--- config.mk ---
export PLATFORM = sky130hd
export DESIGN_NAME = polyline_measure_to_point
export DESIGN_NICKNAME = d
export VERILOG_FILES = /design/src/hdl/pmtp_pkg.sv /design/src/hdl/polyline_measure_to_point.sv /design/src/hdl/pmtp_div.sv /design/src/hdl/pmtp_lerp.sv
export SDC_FILE = /design/constraint.sdc
export NUM_CORES = 2
export LEC_CHECK = 0
export BUFFER_PORTS_ARGS = -buffer_cell sky130_fd_sc_hd__buf_4
export CAP_MARGIN = 30
export CORE_MARGIN = 2
export CORE_UTILIZATION = 40
export DETAILED_ROUTE_END_ITERATION = 6
export SYNTH_ARGS = -nofsm -noshare
export SYNTH_HDL_FRONTEND = slang
export SYNTH_SLANG_ARGS = --single-unit
--- constraint.sdc ---
create_clock -name i_clk -period 38 [get_ports i_clk]
set_clock_uncertainty 0.05 [all_clocks]
set_input_delay 11.4 -clock i_clk [delete_from_list [all_inputs] [get_ports i_clk]]
set_output_delay 11.4 -clock i_clk [all_outputs]
set_load 0.03 [all_outputs]
--- src/hdl/pmtp_pkg.sv ---
package pmtp_pkg;

    // field widths fixed by the stream format
    localparam int COORD_W  = 32;
    localparam int DIFF_W   = COORD_W + 1;   // difference of two coordinates
    localparam int ACC_W    = COORD_W + 3;   // partial product plus one addend
    localparam int REM_W    = COORD_W + 1;   // shifted remainder
    localparam int TDATA_W  = 3 * COORD_W;

    localparam int FACTOR_BITS_DEF = 16;

    typedef enum logic [1:0] {
        ST_IDLE,
        ST_DIV,
        ST_MUL,
        ST_EMIT
    } t_state;

    // start strobe and step enable toward the serial units
    typedef struct packed {
        logic start;
        logic step;
    } t_ser_ctl;

endpackage

--- src/hdl/polyline_measure_to_point.sv ---
// Point at a target measure along a measured polyline. Vertices arrive one per
// beat on the slave stream (x, y, measure in tdata, tlast on the final vertex);
// the target measure is written on the config channel before a polyline starts.
// At the first vertex after the first whose measure exceeds the target, the
// block interpolates between it and the previous vertex and holds that point;
// the final vertex yields one beat on the master stream with tuser = found and
// the point (zeros when not found). The crossing vertex first runs the
// restoring divider, which forms the factor one bit per cycle, then the three
// shift-add multipliers, which consume it one bit per cycle. A final vertex
// goes through the emit state to load the output register, and waits
// there if the previous result beat has not been taken. At most one crossing
// is computed per polyline.
module polyline_measure_to_point #(
    parameter int FACTOR_BITS = pmtp_pkg::FACTOR_BITS_DEF
) (
    input  logic                                  i_clk,
    input  logic                                  i_rst_n,
    // config: target measure, signed Q23.8
    input  logic                                  i_cfg_valid,
    output logic                                  o_cfg_ready,
    input  logic [pmtp_pkg::COORD_W-1:0]          i_cfg_data,
    // tdata: point_x [31:0], point_y [63:32], point_measure [95:64]
    input  logic                                  s_axis_tvalid,
    output logic                                  s_axis_tready,
    input  logic [pmtp_pkg::TDATA_W-1:0]          s_axis_tdata,
    input  logic                                  s_axis_tlast,   // last_point
    // tdata: out_x [31:0], out_y [63:32], out_measure [95:64]
    output logic                                  m_axis_tvalid,
    input  logic                                  m_axis_tready,
    output logic [pmtp_pkg::TDATA_W-1:0]          m_axis_tdata,
    output logic                                  m_axis_tuser    // found
);

    localparam int CW  = pmtp_pkg::COORD_W;
    localparam int CNT_W = $clog2(FACTOR_BITS);

    pmtp_pkg::t_state r_state, n_state;

    logic [CNT_W-1:0]     r_cnt, n_cnt;
    logic signed [CW-1:0] r_target;
    logic                 r_expect_first;
    logic signed [CW-1:0] r_first_m;
    logic signed [CW-1:0] r_prev_x, r_prev_y, r_prev_m;
    logic                 r_cross;      // crossing latched for this polyline
    logic                 r_last_pend;  // crossing vertex was also the last one
    logic                 r_ovalid;
    logic                 r_ofound;
    logic [pmtp_pkg::TDATA_W-1:0] r_odata;

    logic signed [CW-1:0] in_x, in_y, in_m;
    logic                 in_acc;
    logic                 is_cross;
    logic                 cnt_end;
    logic                 emit_go;
    logic                 hit;
    logic [FACTOR_BITS-1:0] quot;
    logic [CW-1:0]        lerp_x, lerp_y, lerp_m;

    pmtp_pkg::t_ser_ctl div_ctl, mul_ctl;

    assign in_x = s_axis_tdata[CW-1:0];
    assign in_y = s_axis_tdata[2*CW-1:CW];
    assign in_m = s_axis_tdata[3*CW-1:2*CW];

    assign o_cfg_ready   = 1'b1;
    assign s_axis_tready = (r_state == pmtp_pkg::ST_IDLE);
    assign in_acc        = s_axis_tvalid && s_axis_tready;
    assign is_cross      = !r_expect_first && !r_cross && (in_m > r_target);
    assign cnt_end       = (r_cnt == CNT_W'(FACTOR_BITS - 1));
    assign emit_go       = !r_ovalid || m_axis_tready;
    // range test uses the final vertex measure, now in r_prev_m
    assign hit = r_cross && (r_target >= r_first_m) && (r_target <= r_prev_m);

    // next state and unit control
    always_comb begin
        n_state       = r_state;
        n_cnt         = r_cnt;
        div_ctl.start = 1'b0;
        div_ctl.step  = 1'b0;
        mul_ctl.start = 1'b0;
        mul_ctl.step  = 1'b0;
        case (r_state)
            pmtp_pkg::ST_IDLE: begin
                if (in_acc) begin
                    if (is_cross) begin
                        div_ctl.start = 1'b1;
                        mul_ctl.start = 1'b1;
                        n_cnt         = '0;
                        n_state       = pmtp_pkg::ST_DIV;
                    end else if (s_axis_tlast) begin
                        n_state = pmtp_pkg::ST_EMIT;
                    end
                end
            end
            pmtp_pkg::ST_DIV: begin
                div_ctl.step = 1'b1;
                n_cnt        = r_cnt + 1'b1;
                if (cnt_end) begin
                    n_cnt   = '0;
                    n_state = pmtp_pkg::ST_MUL;
                end
            end
            pmtp_pkg::ST_MUL: begin
                mul_ctl.step = 1'b1;
                n_cnt        = r_cnt + 1'b1;
                if (cnt_end) begin
                    n_cnt   = '0;
                    n_state = r_last_pend ? pmtp_pkg::ST_EMIT : pmtp_pkg::ST_IDLE;
                end
            end
            pmtp_pkg::ST_EMIT: begin
                if (emit_go) begin
                    n_state = pmtp_pkg::ST_IDLE;
                end
            end
            default: begin
                n_state = pmtp_pkg::ST_IDLE;
            end
        endcase
    end

    always_ff @(posedge i_clk) begin
        if (!i_rst_n) begin
            r_state <= pmtp_pkg::ST_IDLE;
            r_cnt   <= '0;
        end else begin
            r_state <= n_state;
            r_cnt   <= n_cnt;
        end
    end

    // polyline state
    always_ff @(posedge i_clk) begin
        if (!i_rst_n) begin
            r_target       <= '0;
            r_expect_first <= 1'b1;
            r_first_m      <= '0;
            r_prev_x       <= '0;
            r_prev_y       <= '0;
            r_prev_m       <= '0;
            r_cross        <= 1'b0;
            r_last_pend    <= 1'b0;
        end else begin
            if (i_cfg_valid) begin
                r_target <= i_cfg_data;
            end
            if (in_acc) begin
                if (r_expect_first) begin
                    r_first_m      <= in_m;
                    r_expect_first <= 1'b0;
                end
                if (is_cross) begin
                    r_cross <= 1'b1;
                end
                r_prev_x    <= in_x;
                r_prev_y    <= in_y;
                r_prev_m    <= in_m;
                r_last_pend <= s_axis_tlast;
            end
            if (r_state == pmtp_pkg::ST_EMIT && emit_go) begin
                r_expect_first <= 1'b1;
                r_cross        <= 1'b0;
            end
        end
    end

    // output register
    always_ff @(posedge i_clk) begin
        if (!i_rst_n) begin
            r_ovalid <= 1'b0;
        end else if (r_state == pmtp_pkg::ST_EMIT && emit_go) begin
            r_ovalid <= 1'b1;
        end else if (m_axis_tready) begin
            r_ovalid <= 1'b0;
        end
    end

    always_ff @(posedge i_clk) begin
        if (r_state == pmtp_pkg::ST_EMIT && emit_go) begin
            r_ofound <= hit;
            r_odata  <= hit ? {lerp_m, lerp_y, lerp_x} : '0;
        end
    end

    assign m_axis_tvalid = r_ovalid;
    assign m_axis_tdata  = r_odata;
    assign m_axis_tuser  = r_ofound;

    pmtp_div #(
        .FACTOR_BITS(FACTOR_BITS)
    ) u_div (
        .i_clk  (i_clk),
        .i_ctl  (div_ctl),
        .i_num  (pmtp_pkg::DIFF_W'(r_target) - pmtp_pkg::DIFF_W'(r_prev_m)),
        .i_den  (pmtp_pkg::DIFF_W'(in_m) - pmtp_pkg::DIFF_W'(r_prev_m)),
        .o_quot (quot)
    );

    pmtp_lerp u_lerp_x (
        .i_clk   (i_clk),
        .i_ctl   (mul_ctl),
        .i_bit   (quot[r_cnt]),
        .i_base  (r_prev_x),
        .i_diff  (pmtp_pkg::DIFF_W'(in_x) - pmtp_pkg::DIFF_W'(r_prev_x)),
        .o_value (lerp_x)
    );

    pmtp_lerp u_lerp_y (
        .i_clk   (i_clk),
        .i_ctl   (mul_ctl),
        .i_bit   (quot[r_cnt]),
        .i_base  (r_prev_y),
        .i_diff  (pmtp_pkg::DIFF_W'(in_y) - pmtp_pkg::DIFF_W'(r_prev_y)),
        .o_value (lerp_y)
    );

    pmtp_lerp u_lerp_m (
        .i_clk   (i_clk),
        .i_ctl   (mul_ctl),
        .i_bit   (quot[r_cnt]),
        .i_base  (r_prev_m),
        .i_diff  (pmtp_pkg::DIFF_W'(in_m) - pmtp_pkg::DIFF_W'(r_prev_m)),
        .o_value (lerp_m)
    );

endmodule

--- src/hdl/pmtp_div.sv ---
// Restoring divider, one quotient bit per step, MSB first.
module pmtp_div #(
    parameter int FACTOR_BITS = pmtp_pkg::FACTOR_BITS_DEF
) (
    input  logic                                 i_clk,
    input  pmtp_pkg::t_ser_ctl                   i_ctl,
    input  logic signed [pmtp_pkg::DIFF_W-1:0]   i_num,
    input  logic signed [pmtp_pkg::DIFF_W-1:0]   i_den,
    output logic        [FACTOR_BITS-1:0]        o_quot
);

    logic [pmtp_pkg::COORD_W-1:0] r_rem;
    logic [pmtp_pkg::COORD_W-1:0] r_den;
    logic [FACTOR_BITS-1:0]       r_q;
    logic                         r_zero;
    logic                         r_sat;

    logic [pmtp_pkg::REM_W-1:0]   n_trial;
    logic                         n_ge;

    always_comb begin
        n_trial = {r_rem, 1'b0};
        n_ge    = n_trial >= {1'b0, r_den};
    end

    always_ff @(posedge i_clk) begin
        if (i_ctl.start) begin
            // both stay below 2^32 whenever the loop result is used
            r_rem  <= i_num[pmtp_pkg::COORD_W-1:0];
            r_den  <= i_den[pmtp_pkg::COORD_W-1:0];
            r_q    <= '0;
            r_zero <= (i_den <= 0) || (i_num <= 0);
            r_sat  <= i_num >= i_den;
        end else if (i_ctl.step) begin
            r_rem <= n_ge ? pmtp_pkg::COORD_W'(n_trial - {1'b0, r_den})
                          : n_trial[pmtp_pkg::COORD_W-1:0];
            r_q   <= {r_q[FACTOR_BITS-2:0], n_ge};
        end
    end

    always_comb begin
        if (r_zero) begin
            o_quot = '0;
        end else if (r_sat) begin
            o_quot = '1;
        end else begin
            o_quot = r_q;
        end
    end

endmodule

--- src/hdl/pmtp_lerp.sv ---
// Bit-serial a1 + floor(f * d / 2^N), factor bits fed LSB first.
module pmtp_lerp (
    input  logic                                 i_clk,
    input  pmtp_pkg::t_ser_ctl                   i_ctl,
    input  logic                                 i_bit,
    input  logic signed [pmtp_pkg::COORD_W-1:0]  i_base,
    input  logic signed [pmtp_pkg::DIFF_W-1:0]   i_diff,
    output logic        [pmtp_pkg::COORD_W-1:0]  o_value
);

    logic signed [pmtp_pkg::COORD_W-1:0] r_base;
    logic signed [pmtp_pkg::DIFF_W-1:0]  r_diff;
    logic signed [pmtp_pkg::ACC_W-1:0]   r_acc;
    logic signed [pmtp_pkg::ACC_W-1:0]   n_sum;

    always_comb begin
        n_sum = r_acc + (i_bit ? pmtp_pkg::ACC_W'(r_diff) : '0);
    end

    always_ff @(posedge i_clk) begin
        if (i_ctl.start) begin
            r_base <= i_base;
            r_diff <= i_diff;
            r_acc  <= '0;
        end else if (i_ctl.step) begin
            // arithmetic shift keeps floor rounding exact
            r_acc <= n_sum >>> 1;
        end
    end

    // result lies between the two end points, so 32 bits suffice
    assign o_value = r_base + r_acc[pmtp_pkg::COORD_W-1:0];

endmodule

Yosys cells after proc, flatten, opt, wreduce, memory -nomap -nowiden:

Index checks and enable logic that the tools add are counted.

* reductions and logical operators: 21
* muxes and demuxes: 29
* bitwise gates (word level): 1
* eq/ne operators: 10
* add/subtract/negate cells: 12
* order comparisons: 8

Operators by type and width (count)
* subtractor 32 x 32 -> 33 bit: 4
* adder 35 bit: 3
* two-way mux 35 bit: 3
* adder 32 bit: 3
* two-way mux 32 bit: 3
* <= comparator 33 x 1 -> 1 bit (second input constant): 2
* greater-or-equal comparator 33 x 32 -> 1 bit: 1
* greater-or-equal comparator 33 bit: 1
* greater-or-equal comparator 32 bit: 1
* greater-than comparator 32 bit: 1
* <= comparator 32 bit: 1
* two-way mux 16 bit: 2
* subtractor 32 bit: 1
* two-way mux 2 bit: 7
* two-way mux 4 bit: 3
* two-way mux 1 bit: 8
* one-hot mux 2 bit (4 select lines): 1
* one-hot mux 4 bit (2 select lines): 1
* logical AND 1 bit: 6
* inequality test 2 bit (second input constant): 3
* nonzero test 2 bit: 3
* less-than comparator 4 x 5 -> 1 bit (second input constant): 1
* AND reduction 5 bit: 1
* adder 4 x 1 -> 4 bit (second input constant): 1
* other kinds (13): 20

* bits in registers: 646
* input bits: 134
* output and inout bits: 100

Depth between registers and ports, before layout:

* depth after elaboration: 7
* mapped depth: 24

Cells and area by module:

A second synthesis with hierarchy kept.

* cell total of the unflattened synthesis: 5081
* area, all modules: 45846.5 um^2

Modules (own cells, without submodules)
* pmtp_lerp: instances 3, area each 7099.3 um^2, cells an instance 754, sequential area each 2632.5 um^2
* polyline_measure_to_point: instances 1, area each 18412.7 um^2, cells an instance 2148, sequential area each 6316.1 um^2
* pmtp_div: instances 1, area each 6135.9 um^2, cells an instance 671, sequential area each 2302.2 um^2

Worst setup path after synthesis:

No wires, ideal clock.

* kind: in2reg
* start point: in s_axis_tdata[81] (netlist bit)
* end point: reg u_div.r_sat, enable pin
* path slack: 18234 ps
* library setup time: 638 ps
* stages on the path: 12
* data arrival time: 19078 ps
* buffers on the path: 2
* cells stage by stage: ha_1 a21o_1 a21o_1 a21o_1 a21o_1 a221o_1 a2111oi_0 and3_1 mux2i_1 inv_1 buf_2 buf_1

RTL lines
* start, declared: RTL line polyline_measure_to_point.sv:25 `input logic [pmtp_pkg::TDATA_W-1:0] s_axis_tdata,`
* end signal, assigned: RTL line pmtp_div.sv:33 `r_sat <= i_num >= i_den;`
* end, declared: RTL line pmtp_div.sv:16 `logic r_sat;`

Worst setup path in the final report:

* start point: in s_axis_tdata[81] (netlist bit)
* end point: reg u_lerp_y.r_diff[20] (netlist bit), enable pin

* word-level cells in the longest chain between the ends: 5

RTL lines
* greater-than comparator 32 bit: RTL line polyline_measure_to_point.sv:68 `assign is_cross = !r_expect_first && !r_cross && (in_m > r_target);`
* logical AND 1 bit: RTL line polyline_measure_to_point.sv:68
* two-way mux 1 bit: RTL line polyline_measure_to_point.sv:85 `if (is_cross) begin`
* two-way mux 1 bit: RTL line polyline_measure_to_point.sv:84 `if (in_acc) begin`
* two-way mux 1 bit: RTL line polyline_measure_to_point.sv:82 `case (r_state)`
* end signal, assigned: RTL line pmtp_lerp.sv:23 `r_diff <= i_diff;`
* end, declared: RTL line pmtp_lerp.sv:12 `logic signed [pmtp_pkg::DIFF_W-1:0] r_diff;`

Every way passes these cells.
A chain may end at the register's enable or synchronous reset.

==> reports/metrics.yaml <==
outcome:
  outcome: "finished clean"
synthesis:
  ys.flop_type: "edfxtp_1"
  synth-seq-cells: 614
  syn_area_um2: 41900
  yosysSeqAreaShare_pct: 37.1
  avgSynthCellArea_um2: 9.04
  syn-num-nets: 5237
  synthArstFlopShare_pct: 0
  synth_cells: 4638
  synth-edff-count: 326
  synth_cell_types: 85
  synth_warnings: 0
cells_and_area:
  fillCellCount: 10000
  nets: 5434
  diodes: 0
  utilization_pct: 46.0
  layout.cells.non_filler: 6275
  drive_gt1_share_pct: 8.46
  syn_to_final_growth_pct: 14.0
floorplan:
  die_area_um2: 107000
  dieWidth_um: 328
  start_util_pct: 40.4
  die_y_um: 328
  ios: 234
  core_um2: 104000
  rows: 118
run:
  max_cap_violations: 0
detailed_routing:
  drt_wl_total_um: 114000
  vias_per_cell: 5.34
  drcViolationCount: 0
  vias: 33500
  final_antenna_net_count: 0
  drt_pass1_iterations: 5
  wire_per_inst_um: 18.2
  drt-initial-drc-count: 2300
worst_setup_path:
  cp.arrival_ps: 15720
  start_kind: "input pin"
  cp-end-kind: "flip-flop"
  required_ps: 38220
  rrSetupSlack_ps: 32110
  worst-path-max-fanout: 137
  crit_type: "in -> reg"
timing:
  final_hold_viol_count: 0
  max_freq_mhz: 64.5
  slew_violations: 0
  slew_headroom_pct: 33.0
  setup-tns-final_ps: 0
  period_minus_slack_ps: 15500
  finalSetupViolCount: 0
  max_slew.worst_pin.slew_ps: 1000
  fin_ws_ps: 22500
  post-route-period-util_pct: 40.8
  rsz0062_at_grt: "no"
placement:
  gp_congestion: 0.907
  place_ws_ps: 21670
  dp_cells: 6140
  port_buffers: 232
  hpwl_um: 87400
pwr:
  p_leak_uw: 0.0201
  powerDensity_nw_per_um2: 74.3
  total_power_uw: 3550
  vdd_drop_max_mv: 0.0351
clock_network:
  cts_buffer_depth: 3
  cts_tree: "done"
  cts_num_sinks: 614
  worstSkewPairLatency_ps: 660
  cts_buffers: 72
  post_cts_buffers: 0
  cts_hold_buffers: 0
  cts.repair.resized: 0
  h-tree-depth: 3
  clock_tree.root_cell: "clkbuf_16"
  path_clk_slew_ps: 60
grt:
  grt_pass1_wl_um: 179000
  grt-ovfl-total: 0
  grt_pass1_vias: 31900
  track_usage_pct: 20.9
  grt_start_max_net_pins: 138
  antenna_found_initial: 1
min_path:
  hold_path.class: "reg -> reg"
worst max-delay path, stage by stage:
cell and delay (ps):
buf_4 130, ha_1 300, a21o_1 160, a21o_1 170
a21o_1 170, a21o_1 170, a221o_1 280, a2111oi_0 780
and3_1 390, mux2i_4 130, inv_8 90, buf_16 380
buf_4 820
synthesized netlist by cell type, types with 19 or more instances:
master,n,area [um2]
ha_1,454,5680
nand2_1,435,1630
nor2_1,394,1480
inv_1,365,1370
a21oi_1,350,1750
edfxtp_1,326,9790
dfxtp_1,288,5770
xnor2_1,190,1660
o21ai_0,189,946
a21o_1,162,1220
a21boi_0,141,1060
mux2i_1,138,1380
clkbuf_1,113,424
nor2b_1,110,688
xor2_1,100,876
and2_1,84,526
nand3_1,76,380
nor3_1,66,330
nand2b_1,64,400
a211oi_1,49,368
nand4_1,47,294
nor4_1,44,275
o21a_1,42,315
a31oi_1,41,257
o21bai_1,40,300
and3_1,38,238
or3_1,19,119
flip-flops by register name (all words and copies together) (netlist names), 2 cells and up:
register	cells
u_lerp_y.r_diff	33
r_prev_m	32
u_lerp_x.r_acc	34
u_lerp_m.r_acc	34
r_state	2
u_div.r_rem	32
r_prev_y	32
u_div.r_q	16
m_axis_tdata	96
u_lerp_m.r_base	32
u_lerp_x.r_diff	33
r_cnt	4
r_prev_x	32
r_first_m	32
u_lerp_y.r_acc	34
u_lerp_y.r_base	32
u_lerp_x.r_base	32
r_target	32
u_lerp_m.r_diff	33
cell families (layout without fill, tap and decap cells):
logic type | after synthesis | count (layout) | share of synthesized area (%)
AND/OR/NAND/NOR | 1423 | 1423 | 16.1
AO/OA/AOI/OAI | 1205 | 1205 | 18.9
adder cells (fa/ha/maj) | 465 | 465 | 14.1
other | 1 | 1 | 0.00894
flip-flops | 614 | 614 | 37.1
multiplexers | 138 | 138 | 3.29
XOR/XNOR | 290 | 290 | 6.06
buffers and inverters | 502 | 759 | 4.58
metal layers:
metal / vias up / wire, um / GRT usage, %
met2: 614 / 50600 / 33.4
li1: 17000 / - / -
met5: - / 0 / 0
met4: 0 / 2580 / 5.65
met3: 150 / 4780 / 2.55
met1: 15800 / 56300 / 29.8
worst paths after layout:
check,start,endpoint,cells past startpoint
setup / recovery,s_axis_tdata[81],u_lerp_y.r_diff[20],13
hold / removal,r_prev_y[20],u_lerp_y.r_base[20],0
setup reg to reg,r_cnt[2],u_lerp_y.r_acc[32],20
hold reg to reg,r_prev_y[20],u_lerp_y.r_base[20],0
placed cells by master, fill, tap and decap left out, types with 49 or more instances in the layout:
| master | count |
|---|---|
| inv_1 | 363 |
| ha_1 | 453 |
| nor2_1 | 393 |
| nor2b_1 | 110 |
| a21oi_1 | 350 |
| a21boi_0 | 141 |
| nand3_1 | 76 |
| a21o_1 | 162 |
| xor2_1 | 100 |
| and2_1 | 84 |
| nor3_1 | 66 |
| buf_4 | 255 |
| mux2i_1 | 137 |
| clkbuf_16 | 74 |
| edfxtp_1 | 326 |
| o21ai_0 | 189 |
| a211oi_1 | 49 |
| dfxtp_1 | 288 |
| nand2_1 | 434 |
| nand2b_1 | 64 |
| xnor2_1 | 190 |
layout make-up:
| cell class | instances | area [um2] | share of cell area [%] |
|---|---|---|---|
| repair buffers | 259 | 2020 | 4.24 |
| multi-input cells | 3522 | 24600 | 51.4 |
| clock inverters | 42 | 577 | 1.21 |
| flip-flops and latches | 614 | 15600 | 32.5 |
| well taps | 1380 | 1730 | 3.61 |
| inverters | 366 | 1380 | 2.90 |
| clock buffers | 92 | 1970 | 4.12 |
metrics by stage:
stage / area [um2] / hold WS [ps]
floorplan: 41900 / 380
global placement: 45100 / 388
detailed placement: 45200 / 389
CTS: 47800 / 404
global route: 47800 / 408
finish: 47800 / 402
where the power goes:
part           total, uW  switching (uW)  internal, uW  leakage [uW]
registers           1000             123           879       0.00541
logic               1800            1050           753        0.0134
clock network        744             304           441       0.00122
Power figures use the tool's default switching activity.
